`config.mk`:
```
export PLATFORM = sky130hd
export DESIGN_NAME = psi_section_tracker
export DESIGN_NICKNAME = d
export VERILOG_FILES = /design/src/rtl/pst_pkg.sv /design/src/rtl/pst_ctrl.sv /design/src/rtl/pst_datapath.sv /design/src/rtl/psi_section_tracker.sv
export SDC_FILE = /design/constraint.sdc
export NUM_CORES = 1
export LEC_CHECK = 0
export BUFFER_PORTS_ARGS = -buffer_cell sky130_fd_sc_hd__buf_4
export CAP_MARGIN = 10
export CORE_UTILIZATION = 55
export DETAILED_ROUTE_END_ITERATION = 6
export MAX_ROUTING_LAYER = met4
export PLACE_DENSITY = 0.75
export SYNTH_ARGS = -nofsm -noshare
export SYNTH_HDL_FRONTEND = slang
export SYNTH_HIERARCHICAL = 1
export SYNTH_SLANG_ARGS = --single-unit
```
`constraint.sdc`:
```
create_clock -name clock -period 4.3 [get_ports clock]
set_clock_uncertainty 0.1 [all_clocks]
set_input_delay 0.43 -clock clock [delete_from_list [all_inputs] [get_ports clock]]
set_output_delay 0.43 -clock clock [all_outputs]
set_load 0.02 [all_outputs]
```
`src/rtl/pst_pkg.sv`:
```
package pst_pkg;

   localparam int SEC_W  = 8;   // section_number / last_section_number
   localparam int SIZE_W = 9;   // table size, counts, range bounds
   localparam int VER_W  = 5;
   localparam int CMD_W  = 3;

   typedef logic [CMD_W-1:0] cmd_code_type;

   localparam cmd_code_type CMD_CHECK   = 3'd0;
   localparam cmd_code_type CMD_MARK    = 3'd1;
   localparam cmd_code_type CMD_QUERY   = 3'd2;
   localparam cmd_code_type CMD_SET_VER = 3'd3;
   localparam cmd_code_type CMD_EXPIRE  = 3'd4;

   // controller -> datapath
   typedef struct packed {
      logic load;         // latch request word, read bitmap at its section
      logic exec;         // evaluate latched command
      logic mark_step;    // one range-mark step
      logic clear_step;   // clear one bitmap entry
   } dp_cmd_type;

   // datapath -> controller
   typedef struct packed {
      logic mark_start;    // exec of a mark_range that has work to do
      logic mark_last;     // last read has come back, final write this cycle
      logic clear_start;   // exec of a set_version on a sized table
      logic clear_last;    // current clear is the final one
   } dp_status_type;

endpackage

```
`src/rtl/pst_ctrl.sv`:
```
module pst_ctrl
   import pst_pkg::*;
(
   input  logic          clock,
   input  logic          reset,
   input  logic          start,
   input  dp_status_type status,
   output dp_cmd_type    dp_cmd,
   output logic          busy,
   output logic          rsp_strobe
);

   typedef enum logic [2:0] {
      ST_INIT,
      ST_IDLE,
      ST_EXEC,
      ST_MARK,
      ST_CLEAR
   } state_type;

   state_type state_ff;
   logic      busy_ff;
   logic      strobe_ff;

   assign dp_cmd.load       = (state_ff == ST_IDLE) && start;
   assign dp_cmd.exec       = (state_ff == ST_EXEC);
   assign dp_cmd.mark_step  = (state_ff == ST_MARK);
   assign dp_cmd.clear_step = (state_ff == ST_INIT) || (state_ff == ST_CLEAR);

   assign busy       = busy_ff;
   assign rsp_strobe = strobe_ff;

   always_ff @(posedge clock) begin
      if (reset) begin
         state_ff  <= ST_INIT;
         busy_ff   <= 1'b1;
         strobe_ff <= 1'b0;
      end else begin
         strobe_ff <= 1'b0;
         case (state_ff)
            ST_INIT: begin
               // bitmap clear after reset, no result word
               if (status.clear_last) begin
                  state_ff <= ST_IDLE;
                  busy_ff  <= 1'b0;
               end
            end
            ST_IDLE: begin
               if (start) begin
                  state_ff <= ST_EXEC;
                  busy_ff  <= 1'b1;
               end
            end
            ST_EXEC: begin
               if (status.mark_start) begin
                  state_ff <= ST_MARK;
               end else if (status.clear_start) begin
                  state_ff <= ST_CLEAR;
               end else begin
                  state_ff  <= ST_IDLE;
                  busy_ff   <= 1'b0;
                  strobe_ff <= 1'b1;
               end
            end
            ST_MARK: begin
               if (status.mark_last) begin
                  state_ff  <= ST_IDLE;
                  busy_ff   <= 1'b0;
                  strobe_ff <= 1'b1;
               end
            end
            ST_CLEAR: begin
               if (status.clear_last) begin
                  state_ff  <= ST_IDLE;
                  busy_ff   <= 1'b0;
                  strobe_ff <= 1'b1;
               end
            end
            default: begin
               state_ff <= ST_IDLE;
               busy_ff  <= 1'b0;
            end
         endcase
      end
   end

endmodule

```
`src/rtl/pst_datapath.sv`:
```
module pst_datapath
   import pst_pkg::*;
#(
   parameter int MAX_SECTIONS = 256
)
(
   input  logic              clock,
   input  logic              reset,
   input  dp_cmd_type        dp_cmd,
   output dp_status_type     status,
   input  logic [CMD_W-1:0]  req_command,
   input  logic [SEC_W-1:0]  req_section_number,
   input  logic [SEC_W-1:0]  req_last_section_number,
   input  logic [SIZE_W-1:0] req_range_first,
   input  logic [SIZE_W-1:0] req_range_end,
   input  logic [VER_W-1:0]  req_version,
   output logic              rsp_accepted,
   output logic              rsp_was_seen,
   output logic              rsp_range_error,
   output logic              rsp_version_differs,
   output logic              rsp_complete,
   output logic [SIZE_W-1:0] rsp_table_size,
   output logic [SIZE_W-1:0] rsp_seen_count,
   output logic [VER_W-1:0]  rsp_current_version,
   output logic              rsp_version_valid
);

   localparam int                IDX_W  = $clog2(MAX_SECTIONS);
   localparam logic [SIZE_W-1:0] MAX_SZ = SIZE_W'(MAX_SECTIONS);

   // latched request word
   cmd_code_type      cmd_ff;
   logic [SEC_W-1:0]  sec_ff;
   logic [SEC_W-1:0]  last_ff;
   logic [SIZE_W-1:0] first_ff;
   logic [SIZE_W-1:0] end_ff;
   logic [VER_W-1:0]  ver_ff;

   // seen bitmap: one registered read and one write per cycle
   logic             seen_mem [MAX_SECTIONS];
   logic             rd_data_ff;
   logic [IDX_W-1:0] rd_addr;
   logic             wr_en;
   logic [IDX_W-1:0] wr_addr;
   logic             wr_data;

   // tracker state
   logic [SIZE_W-1:0] size_ff, size_in;
   logic [SIZE_W-1:0] count_ff, count_in;
   logic [VER_W-1:0]  cur_ver_ff, cur_ver_in;
   logic              cur_valid_ff, cur_valid_in;
   logic [VER_W-1:0]  exp_ver_ff, exp_ver_in;
   logic              exp_valid_ff, exp_valid_in;

   // result flags and walk control
   logic              acc_ff, acc_in;
   logic              was_seen_ff, was_seen_in;
   logic              rerr_ff, rerr_in;
   logic              differs_ff, differs_in;
   logic [SIZE_W-1:0] idx_ff, idx_in;
   logic [SIZE_W-1:0] clr_end_ff, clr_end_in;

   logic [SIZE_W-1:0] sec_ext;
   logic [SIZE_W-1:0] want;
   logic [SIZE_W-1:0] idx_prev;
   logic              sec_in_map;
   logic              seen_at_sec;
   logic              range_bad;
   logic              mark_pending;

   assign sec_ext      = {1'b0, sec_ff};
   assign want         = {1'b0, last_ff} + SIZE_W'(1);
   assign sec_in_map   = sec_ext < MAX_SZ;
   assign seen_at_sec  = sec_in_map && rd_data_ff;
   assign range_bad    = end_ff > size_ff;
   assign idx_prev     = idx_ff - SIZE_W'(1);
   // once past range_first, the read issued last cycle is back in rd_data_ff
   assign mark_pending = idx_ff != first_ff;

   assign rd_addr = dp_cmd.load ? req_section_number[IDX_W-1:0] : idx_ff[IDX_W-1:0];

   assign status.mark_start  = dp_cmd.exec && (cmd_ff == CMD_MARK) && !range_bad
                               && (first_ff < end_ff);
   assign status.mark_last   = idx_ff == end_ff;
   assign status.clear_start = dp_cmd.exec && (cmd_ff == CMD_SET_VER)
                               && (size_ff != '0);
   assign status.clear_last  = (idx_ff + SIZE_W'(1)) == clr_end_ff;

   always_comb begin
      size_in      = size_ff;
      count_in     = count_ff;
      cur_ver_in   = cur_ver_ff;
      cur_valid_in = cur_valid_ff;
      exp_ver_in   = exp_ver_ff;
      exp_valid_in = exp_valid_ff;
      acc_in       = acc_ff;
      was_seen_in  = was_seen_ff;
      rerr_in      = rerr_ff;
      differs_in   = differs_ff;
      idx_in       = idx_ff;
      clr_end_in   = clr_end_ff;
      wr_en        = 1'b0;
      wr_addr      = sec_ff[IDX_W-1:0];
      wr_data      = 1'b1;

      if (dp_cmd.exec) begin
         acc_in      = 1'b0;
         was_seen_in = 1'b0;
         rerr_in     = 1'b0;
         differs_in  = !cur_valid_ff || (ver_ff != cur_ver_ff);
         idx_in      = first_ff;
         case (cmd_ff)
            CMD_CHECK: begin
               if (count_ff == '0) begin
                  // first section sizes the table; the bitmap is empty while
                  // the count is zero
                  if ((want <= MAX_SZ) && (sec_ff <= last_ff)) begin
                     wr_en    = 1'b1;
                     size_in  = want;
                     count_in = SIZE_W'(1);
                     acc_in   = 1'b1;
                  end
               end else if ((want == size_ff) && (sec_ff <= last_ff) && sec_in_map
                            && !seen_at_sec) begin
                  wr_en    = 1'b1;
                  count_in = count_ff + SIZE_W'(1);
                  acc_in   = 1'b1;
               end
            end
            CMD_MARK: begin
               rerr_in = range_bad;
            end
            CMD_QUERY: begin
               was_seen_in = (sec_ext < size_ff) && seen_at_sec;
            end
            CMD_SET_VER: begin
               // only entries below the old size can be set
               size_in      = '0;
               count_in     = '0;
               cur_ver_in   = ver_ff;
               cur_valid_in = 1'b1;
               idx_in       = '0;
               clr_end_in   = size_ff;
            end
            CMD_EXPIRE: begin
               if ((cur_valid_ff != exp_valid_ff) ||
                   (cur_valid_ff && (cur_ver_ff != exp_ver_ff))) begin
                  exp_ver_in   = cur_ver_ff;
                  exp_valid_in = cur_valid_ff;
                  acc_in       = 1'b1;
               end
            end
            default: begin
            end
         endcase
      end

      // range walk: read idx, write idx-1 from last cycle's read;
      // end never exceeds size here, so every entry written is in the table
      if (dp_cmd.mark_step) begin
         if (mark_pending && !rd_data_ff) begin
            wr_en    = 1'b1;
            wr_addr  = idx_prev[IDX_W-1:0];
            count_in = count_ff + SIZE_W'(1);
         end
         if (idx_ff != end_ff) begin
            idx_in = idx_ff + SIZE_W'(1);
         end
      end

      if (dp_cmd.clear_step) begin
         wr_en   = 1'b1;
         wr_addr = idx_ff[IDX_W-1:0];
         wr_data = 1'b0;
         idx_in  = idx_ff + SIZE_W'(1);
      end
   end

   always_ff @(posedge clock) begin
      if (reset) begin
         size_ff      <= '0;
         count_ff     <= '0;
         cur_ver_ff   <= '0;
         cur_valid_ff <= 1'b0;
         exp_ver_ff   <= '0;
         exp_valid_ff <= 1'b0;
         idx_ff       <= '0;
         clr_end_ff   <= MAX_SZ;
      end else begin
         size_ff      <= size_in;
         count_ff     <= count_in;
         cur_ver_ff   <= cur_ver_in;
         cur_valid_ff <= cur_valid_in;
         exp_ver_ff   <= exp_ver_in;
         exp_valid_ff <= exp_valid_in;
         idx_ff       <= idx_in;
         clr_end_ff   <= clr_end_in;
      end
   end

   always_ff @(posedge clock) begin
      acc_ff      <= acc_in;
      was_seen_ff <= was_seen_in;
      rerr_ff     <= rerr_in;
      differs_ff  <= differs_in;
      if (dp_cmd.load) begin
         cmd_ff   <= req_command;
         sec_ff   <= req_section_number;
         last_ff  <= req_last_section_number;
         first_ff <= req_range_first;
         end_ff   <= req_range_end;
         ver_ff   <= req_version;
      end
   end

   always_ff @(posedge clock) begin
      if (wr_en) begin
         seen_mem[wr_addr] <= wr_data;
      end
      rd_data_ff <= seen_mem[rd_addr];
   end

   assign rsp_accepted        = acc_ff;
   assign rsp_was_seen        = was_seen_ff;
   assign rsp_range_error     = rerr_ff;
   assign rsp_version_differs = differs_ff;
   assign rsp_complete        = count_ff == size_ff;
   assign rsp_table_size      = size_ff;
   assign rsp_seen_count      = count_ff;
   assign rsp_current_version = cur_ver_ff;
   assign rsp_version_valid   = cur_valid_ff;

endmodule

```
`src/rtl/psi_section_tracker.sv`:
```
// PSI section completion tracker.
// Request channel: req_* fields are taken at a rising edge with start high and
// busy low. Commands: check_section, mark_range, query_section, set_version,
// expire. Every command produces exactly one result word.
// Result channel: rsp_* fields are valid for the single cycle in which
// rsp_strobe is high; the receiver cannot stall, so the word must be taken then.
// Sequence: the accepting edge moves the controller into its execute state,
// which then raises rsp_strobe with the result word, except for the walks over
// the seen bitmap, which has one read and one write port:
//   mark_range, legal and non-empty: a mark state steps from range_first up to
//   range_end (reads run one entry ahead of the writes);
//   set_version on a sized table: a clear walk over it, one entry cleared a cycle.
// Issue: busy drops in the strobe cycle, so the next command can be
// accepted at the edge that takes the word.
// Reset (synchronous): clears table size, count and both version registers;
// rsp_strobe goes low, and busy stays high after reset while all MAX_SECTIONS
// bitmap entries are cleared one entry per cycle.
module psi_section_tracker
   import pst_pkg::*;
#(
   parameter int MAX_SECTIONS = 256
)
(
   input  logic              clock,
   input  logic              reset,
   input  logic              start,
   output logic              busy,
   input  logic [CMD_W-1:0]  req_command,
   input  logic [SEC_W-1:0]  req_section_number,
   input  logic [SEC_W-1:0]  req_last_section_number,
   input  logic [SIZE_W-1:0] req_range_first,
   input  logic [SIZE_W-1:0] req_range_end,
   input  logic [VER_W-1:0]  req_version,
   output logic              rsp_strobe,
   output logic              rsp_accepted,
   output logic              rsp_was_seen,
   output logic              rsp_range_error,
   output logic              rsp_version_differs,
   output logic              rsp_complete,
   output logic [SIZE_W-1:0] rsp_table_size,
   output logic [SIZE_W-1:0] rsp_seen_count,
   output logic [VER_W-1:0]  rsp_current_version,
   output logic              rsp_version_valid
);

   dp_cmd_type    dp_cmd;
   dp_status_type status;

   pst_ctrl u_ctrl (
      .clock      (clock),
      .reset      (reset),
      .start      (start),
      .status     (status),
      .dp_cmd     (dp_cmd),
      .busy       (busy),
      .rsp_strobe (rsp_strobe)
   );

   pst_datapath #(
      .MAX_SECTIONS (MAX_SECTIONS)
   ) u_datapath (
      .clock                   (clock),
      .reset                   (reset),
      .dp_cmd                  (dp_cmd),
      .status                  (status),
      .req_command             (req_command),
      .req_section_number      (req_section_number),
      .req_last_section_number (req_last_section_number),
      .req_range_first         (req_range_first),
      .req_range_end           (req_range_end),
      .req_version             (req_version),
      .rsp_accepted            (rsp_accepted),
      .rsp_was_seen            (rsp_was_seen),
      .rsp_range_error         (rsp_range_error),
      .rsp_version_differs     (rsp_version_differs),
      .rsp_complete            (rsp_complete),
      .rsp_table_size          (rsp_table_size),
      .rsp_seen_count          (rsp_seen_count),
      .rsp_current_version     (rsp_current_version),
      .rsp_version_valid       (rsp_version_valid)
   );

endmodule
```
==> flow_metrics.tcl, run 1 <==
set metrics [dict create \
    rr_startpoint "u_ctrl/state_ff[1]" \
    slowest_delay_ps 590 \
    grt.busiest_layer "met2" \
    syn-cell-area_um2 17900 \
    die_h_um 182 \
    cts_htree_levels 2 \
    synth_edf_count 302 \
    crit_arrival_ps 4370 \
    fill_cells 2439 \
    slew_viol_final 0 \
    dp.cells 2126 \
    grt_usage_pct 29.2 \
    sequentialPowerShare_pct 49.4 \
    max-cap-violations 0 \
    first_iter_violations 1598 \
    nets 1851 \
    status "finished with violations" \
    use_met3_pct 3.75 \
    total_power_mw 7.52 \
    maxSlewHeadroom_pct 22.5 \
    antenna_found_initial 0 \
    power.density_nw_per_um2 365 \
    placementRows 65 \
    routed_wirelength_um 46800 \
    synth_nets 1757 \
    worstSetupEndpoint "u_datapath/rd_data_ff" \
    use_met2_pct 48.3 \
    clk_path_buf_depth 3 \
    synthArstFlopShare_pct 0 \
    cts.reportedPaths.clkPinSlew_ps 50 \
    postPlaceCellArea_um2 18900 \
    seq_area_um2 10100 \
    finalSetupViolCount 0 \
    regToRegSetupSlack_ps 240 \
    fmax_mhz 246 \
    coreArea_um2 31800 \
    synth.distinct_cells 87 \
    worstSetupStartpointType "flip-flop" \
    grt_max_degree 257 \
    start_util_pct 56.2 \
    violations "DRC" \
    irDropWorstVdd_v 0.000337 \
    syn-mean-instance-area_um2 10.7 \
    insertion_delay_ps 560 \
    p_int_mw 5.85 \
    io_buffers 75 \
    grt-ovfl-total 0 \
    p_leak_nw 7.22 \
    viasPerCell 6.11 \
    clock_power_share_pct 45.0 \
    cp-startpoint "u_ctrl/state_ff[1]" \
    clockRootBuffer "clkbuf_16" \
    yosys_warnings 6 \
    final_antenna_net_count 0 \
    dp_hpwl_um 31200 \
    layout.cells.non_filler 2234 \
    combPwrFrac_pct 5.6 \
    drc 2 \
    p_sw_share_pct 22.1 \
    syn2layout_area_growth_pct 15.2 \
    finalCritPeriodShare_pct 94.4 \
    yosysSeqAreaShare_pct 56.8 \
    synth_cells 1674 \
    cp-end-kind "flip-flop" \
    clock_sinks 356 \
    grt_pass1_wl_um 72900 \
    ios 76 \
    cts_tree "yes" \
    cpMostUsedCell "buf_4" \
    grt_pass1_vias 13100 \
    multi_input_area_um2 7070 \
    dr_total_vias 13700 \
    critPathMaxFanout 17 \
    hold_path.class "input port to flip-flop" \
    synthFlopType "edfxtp_1" \
    worstReg2RegEnd "u_datapath/rd_data_ff" \
    ys_seq_elements 356 \
    die_area_um2 33200 \
    dr.pass1.iters 7 \
    avgRoutedWirePerCell_um 21.0 \
    layout_min_cycle_time_ps 4060 \
    rsz0062_at_grt "false" \
    rr_worst_depth 13 \
    num_antenna_cells 0 \
    gp_congestion 0.947 \
    worstPathCellList "nor2_1 -> and3_2 -> buf_4 -> inv_1 -> o31ai_1 -> buf_4 -> a32oi_1 -> a2111oi_1 -> buf_4 -> o22ai_1 -> o21ai_0 -> o22ai_1 -> o22a_1" \
    required_ps 4610 \
    switchingPower_mw 1.66 \
    drive_gt1_share_pct 13.5 \
    path_class "flip-flop to flip-flop" \
    postLayoutCellArea_um2 20600 \
    tns_ps 0 \
    use_met1_pct 36.3 \
    die_width_um 182 \
    cts-buffers-inserted 40 \
    cp_slowest_cell "a2111oi_1" \
    worst_pin_slew_ps 1160 \
    hold_violations 0 \
]
-- worst max-delay path, delay by kind of cell, from the launching register on --
family | cells | cell delay [ps]
compound gates | 7 | 1710
buf+inv | 4 | 990
flops | 1 | 410
simple gates | 2 | 690
-- cell type report --
type | count | share of cell area, %
Clock inverter | 23 | 1.31
Tap cell | 435 | 2.64
Inverter | 48 | 0.894
Multi-Input combinational cell | 1160 | 34.3
Timing Repair Buffer | 162 | 6.40
Sequential cell | 356 | 49.3
Clock buffer | 50 | 5.09
-- metal layers --
metal,share of wire [%],up-vias
li1,-,6204
met1,39,6592
met2,48,725
met3,7.8,136
met4,4.3,0
met5,0,-
-- synthesized netlist by cell type, drive strengths merged, types with 17 or more instances --
cell	instances	area share [%]
inv	48	1.0
nor3	46	1.3
buf	43	1.3
nand4	17	0.70
o22ai	33	1.3
nor2	291	6.4
xnor2	38	1.9
a31oi	23	0.81
edfxtp	302	51
clkbuf	66	1.5
a21o	17	0.71
ha	38	2.7
a21oi	64	1.9
mux2i	70	3.9
dfxtp	54	6.0
nand3	66	1.8
xor2	22	1.1
nand2	218	4.6
-- metrics by stage --
step | setup WS, ps | hold WS [ps] | utilization [%]
2_1_floorplan | 91.0 | 348 | -
3_3_place_gp | 324 | 360 | 59.5
3_5_place_dp | 256 | 361 | 59.5
4_1_cts | 232 | 11.3 | 64.7
5_1_grt | 37.8 | 10.5 | 64.7
6_report | 239 | 25.7 | 64.7
-- placed cells by master, fill, tap and decap left out, types with 45 or more instances in the layout --
cell / Yosys / routed
buf_4: 0 / 126
a21oi_1: 63 / 63
inv_1: 48 / 47
nand2_1: 218 / 218
edfxtp_1: 302 / 302
dfxtp_1: 54 / 54
nor2_1: 278 / 277
nand3_1: 66 / 66
mux2i_1: 70 / 69
nor3_1: 45 / 45
-- sequential cells by signal (all words and copies together) (netlist names), 3 cells and up --
register,count
u_datapath/cmd_ff,3
u_ctrl/state_ff,3
u_datapath/first_ff,9
u_datapath/clr_end_ff,9
u_datapath/rsp_table_size,9
u_datapath/exp_ver_ff,5
u_datapath/seen_mem,256
u_datapath/ver_ff,5
u_datapath/rsp_current_version,5
u_datapath/idx_ff,9
u_datapath/last_ff,8
u_datapath/rsp_seen_count,9
u_datapath/sec_ff,8
u_datapath/end_ff,9
-- how the worst min path moves through the flow --
stage / from / end / cells after the start
2_1_floorplan: u_datapath/clr_end_ff[1] / u_datapath/clr_end_ff[1] / 2
3_3_place_gp: u_datapath/clr_end_ff[4] / u_datapath/clr_end_ff[4] / 2
3_5_place_dp: u_datapath/clr_end_ff[0] / u_datapath/clr_end_ff[0] / 2
4_1_cts: req_section_number[6] / u_datapath/sec_ff[6] / 1
5_1_grt: req_section_number[6] / u_datapath/sec_ff[6] / 1
6_report: req_section_number[6] / u_datapath/sec_ff[6] / 1
-- cell families after synthesis --
logic type | after synthesis | share of synthesized area, %
AO/OA/AOI/OAI | 234 | 9.28
adder cells (fa/ha/maj) | 38 | 2.66
AND/OR/NAND/NOR | 738 | 18.7
buffers and inverters | 158 | 3.90
flip-flops | 356 | 56.8
multiplexers | 86 | 5.20
XOR/XNOR | 64 | 3.49
-- repair_timing --
item                       CTS  global route
setup endpoints to repair    0             1
resized for setup            0             1
hold endpoints to repair    35             0
hold buffers                35             0
setup buffers                0             0
-- power by group through the flow --
| stage | logic (mW) | registers, mW | clock network [mW] |
|---|---|---|---|
| 2_1_floorplan | 0.234 | 3.78 | 0 |
| 3_3_place_gp | 0.382 | 3.78 | 0 |
| 3_5_place_dp | 0.386 | 3.78 | 0 |
| 4_1_cts | 0.414 | 3.71 | 3.42 |
| 5_1_grt | 0.447 | 3.71 | 3.54 |
| 6_report | 0.421 | 3.71 | 3.38 |
No activity file was read; power rests on OpenSTA's default activity.
==> inputs of run 2 (changes only) <==
--- a/config.mk
+++ b/config.mk
@@ -5,6 +5,7 @@
 export SDC_FILE = /design/constraint.sdc
 export NUM_CORES = 1
 export LEC_CHECK = 0
+export ABC_AREA = 1
 export BUFFER_PORTS_ARGS = -buffer_cell sky130_fd_sc_hd__buf_4
 export CAP_MARGIN = 10
 export CORE_UTILIZATION = 55
==> flow_metrics.tcl, run 2 <==
set metrics [dict create \
    power.density_nw_per_um2 652 \
    final_antenna_net_count 0 \
    required_ps 4590 \
    maxSlewHeadroom_pct 19.7 \
    clock_sinks 356 \
    worst_pin_slew_ps 1190 \
    first_iter_violations 1830 \
    status "finished with violations" \
    synth.area.top_cells "edfxtp_1 48%, nand2_1 12%, nand3_1 6.6%" \
    dr.pass1.iters 7 \
    drc 1 \
    largest_reg_flops 256 \
    antenna_found_initial 0 \
    layout_min_cycle_time_ps 3460 \
    clk_path_buf_depth 3 \
    hold_violations 0 \
    dr_total_vias 15700 \
    hold_path.startpoint "req_section_number[7]" \
    tns_ps 0 \
    hold_path.class "input port to flip-flop" \
    synth_nets 2308 \
    dp_hpwl_um 32500 \
    io_buffers 75 \
    synth_top_area_share_pct 48.0 \
    synthArstFlopShare_pct 0 \
    fill_cells 2891 \
    num_antenna_cells 0 \
    cts_tree "yes" \
    finalCritPeriodShare_pct 80.5 \
    crit_arrival_ps 3750 \
    routed_wirelength_um 49900 \
    min_path_cells 1 \
    avgRoutedWirePerCell_um 18.0 \
    die_area_um2 35100 \
    ys_seq_elements 356 \
    grt-ovfl-total 0 \
    coreArea_um2 33700 \
    worstSetupStartpointType "flip-flop" \
    syn2layout_area_growth_pct 12.3 \
    viasPerCell 5.66 \
    die_h_um 187 \
    die_width_um 187 \
    rr_worst_depth 14 \
    fmax_mhz 289 \
    finalSetupViolCount 0 \
    syn-cell-area_um2 18900 \
    placementRows 67 \
    multi_input_area_um2 7340 \
    irDropWorstVdd_v 0.000504 \
    seq_area_um2 10100 \
    slew_viol_final 0 \
    violations "DRC" \
    nets 2376 \
    p_leak_nw 8.50 \
    gp_congestion 0.916 \
    grt_pass1_vias 14700 \
    final_cell_mix "610 x nand2_1, 317 x nor2_1, 302 x edfxtp_1, 249 x nand3_1, 206 x inv_1" \
    critPathMaxFanout 18 \
    final_common_cell "nand2_1" \
    insertion_delay_ps 540 \
    cts.reportedPaths.clkPinSlew_ps 60 \
    synthFlopType "edfxtp_1" \
    postCtsHoldBufs 36 \
    rsz0062_at_grt "false" \
    grt_usage_pct 29.1 \
    regMostFlops "u_datapath/seen_mem" \
    yosys.area.top_type "edfxtp_1" \
    worstReg2RegEnd "u_datapath/rd_data_ff" \
    grt_pass1_wl_um 78300 \
    synth_edf_count 302 \
    ios 76 \
    synth_common_cells "612 x nand2_1, 318 x nor2_1, 302 x edfxtp_1" \
    yosysMostFrequentCell "nand2_1" \
    cp-end-kind "flip-flop" \
    drive_gt1_share_pct 10.0 \
    clockRootBuffer "clkbuf_16" \
    regToRegSetupSlack_ps 840 \
    cts_htree_levels 2 \
    grt_max_degree 110 \
    rr_startpoint "u_ctrl/state_ff[2]" \
    total_power_mw 13.8 \
    syn-mean-instance-area_um2 8.49 \
    synth_cells 2225 \
    start_util_pct 56.1 \
    cts_setup_buffers 0 \
    ctsResizeCount 0 \
    synth.distinct_cells 46 \
    max-cap-violations 0 \
    yosys_warnings 6 \
    cts-buffers-inserted 38 \
    path_class "flip-flop to flip-flop" \
    yosysSeqAreaShare_pct 53.7 \
    hold_path_end "u_datapath/sec_ff[7]" \
]
run 2: cell count changes in the layout (fill, tap and decap cells not counted), sizes merged, moves of 56 or more:
cell / delta
mux2i: -70
nand2: +426
inv: +167
nand3: +188
nor2: +56
o21ai: +72
run 2: cells by family (layout without fill, tap and decap cells):
group	Yosys count	in the layout	share of synthesized area, %
fa+ha+maj	38	38	2.52
compound gates	191	191	5.52
buf+inv	323	419	7.64
simple gates	1280	1280	28.9
xor+xnor	37	37	1.72
flops	356	356	53.7
run 2: power by group:
group	switching, mW	internal (mW)
Sequential	0.184	4.52
Combinational	4.47	1.45
Clock	1.32	1.88
run 2: worst max path at each step:
stage / startpoint / end / slack, ps / cells past startpoint
floorplan: u_ctrl/state_ff[0] / u_datapath/seen_mem[55] / 260 / 11
global placement: u_ctrl/state_ff[2] / u_datapath/rd_data_ff / 980 / 13
detailed placement: u_datapath/last_ff[0] / u_datapath/seen_mem[225] / 940 / 16
CTS: u_ctrl/state_ff[2] / u_datapath/rd_data_ff / 870 / 14
global route: u_datapath/last_ff[0] / u_datapath/seen_mem[215] / 580 / 16
finish: u_ctrl/state_ff[2] / u_datapath/rd_data_ff / 840 / 14
run 2: through the flow:
step,util (%),cell area [um^2],hold WS [ps],cells,setup slack [ps]
floorplan,-,18900,340,2225,264
global placement,58.3,19600,331,2665,984
detailed placement,58.3,19600,341,2665,940
CTS,63.0,21200,0.377,2769,872
global route,63.0,21200,0.681,2769,584
finish,63.0,21200,4.80,2769,837
run 2: layout make-up:
type / instances / share of cell area (%)
clock buffer: 55 / 5.12
inverter: 216 / 3.85
multi-input combinational: 1546 / 34.6
timing repair buffer: 135 / 5.38
tap: 448 / 2.64
clock inverter: 13 / 0.601
sequential: 356 / 47.8
run 2: worst max-delay path: stages (launching register included):
cell,delay (ps)
dfxtp_1,360
inv_1,110
nand3_1,160
nor2_4,390
buf_4,330
o21ai_2,100
inv_1,640
buf_4,320
nand3_1,100
nand3_1,150
nand3_1,110
nand3_1,120
nand3_1,90
nand3_1,100
nand2_1,100
run 2: per-layer routing:
layer | vias up | wire [um] | share of wire, % | track usage, %
li1 | 7434 | - | - | -
met1 | 7399 | 20800 | 42 | 39.3
met2 | 749 | 23400 | 47 | 45.4
met3 | 99 | 4530 | 9.1 | 4.32
met4 | 0 | 1210 | 2.4 | 9.11
met5 | - | 0 | 0 | -
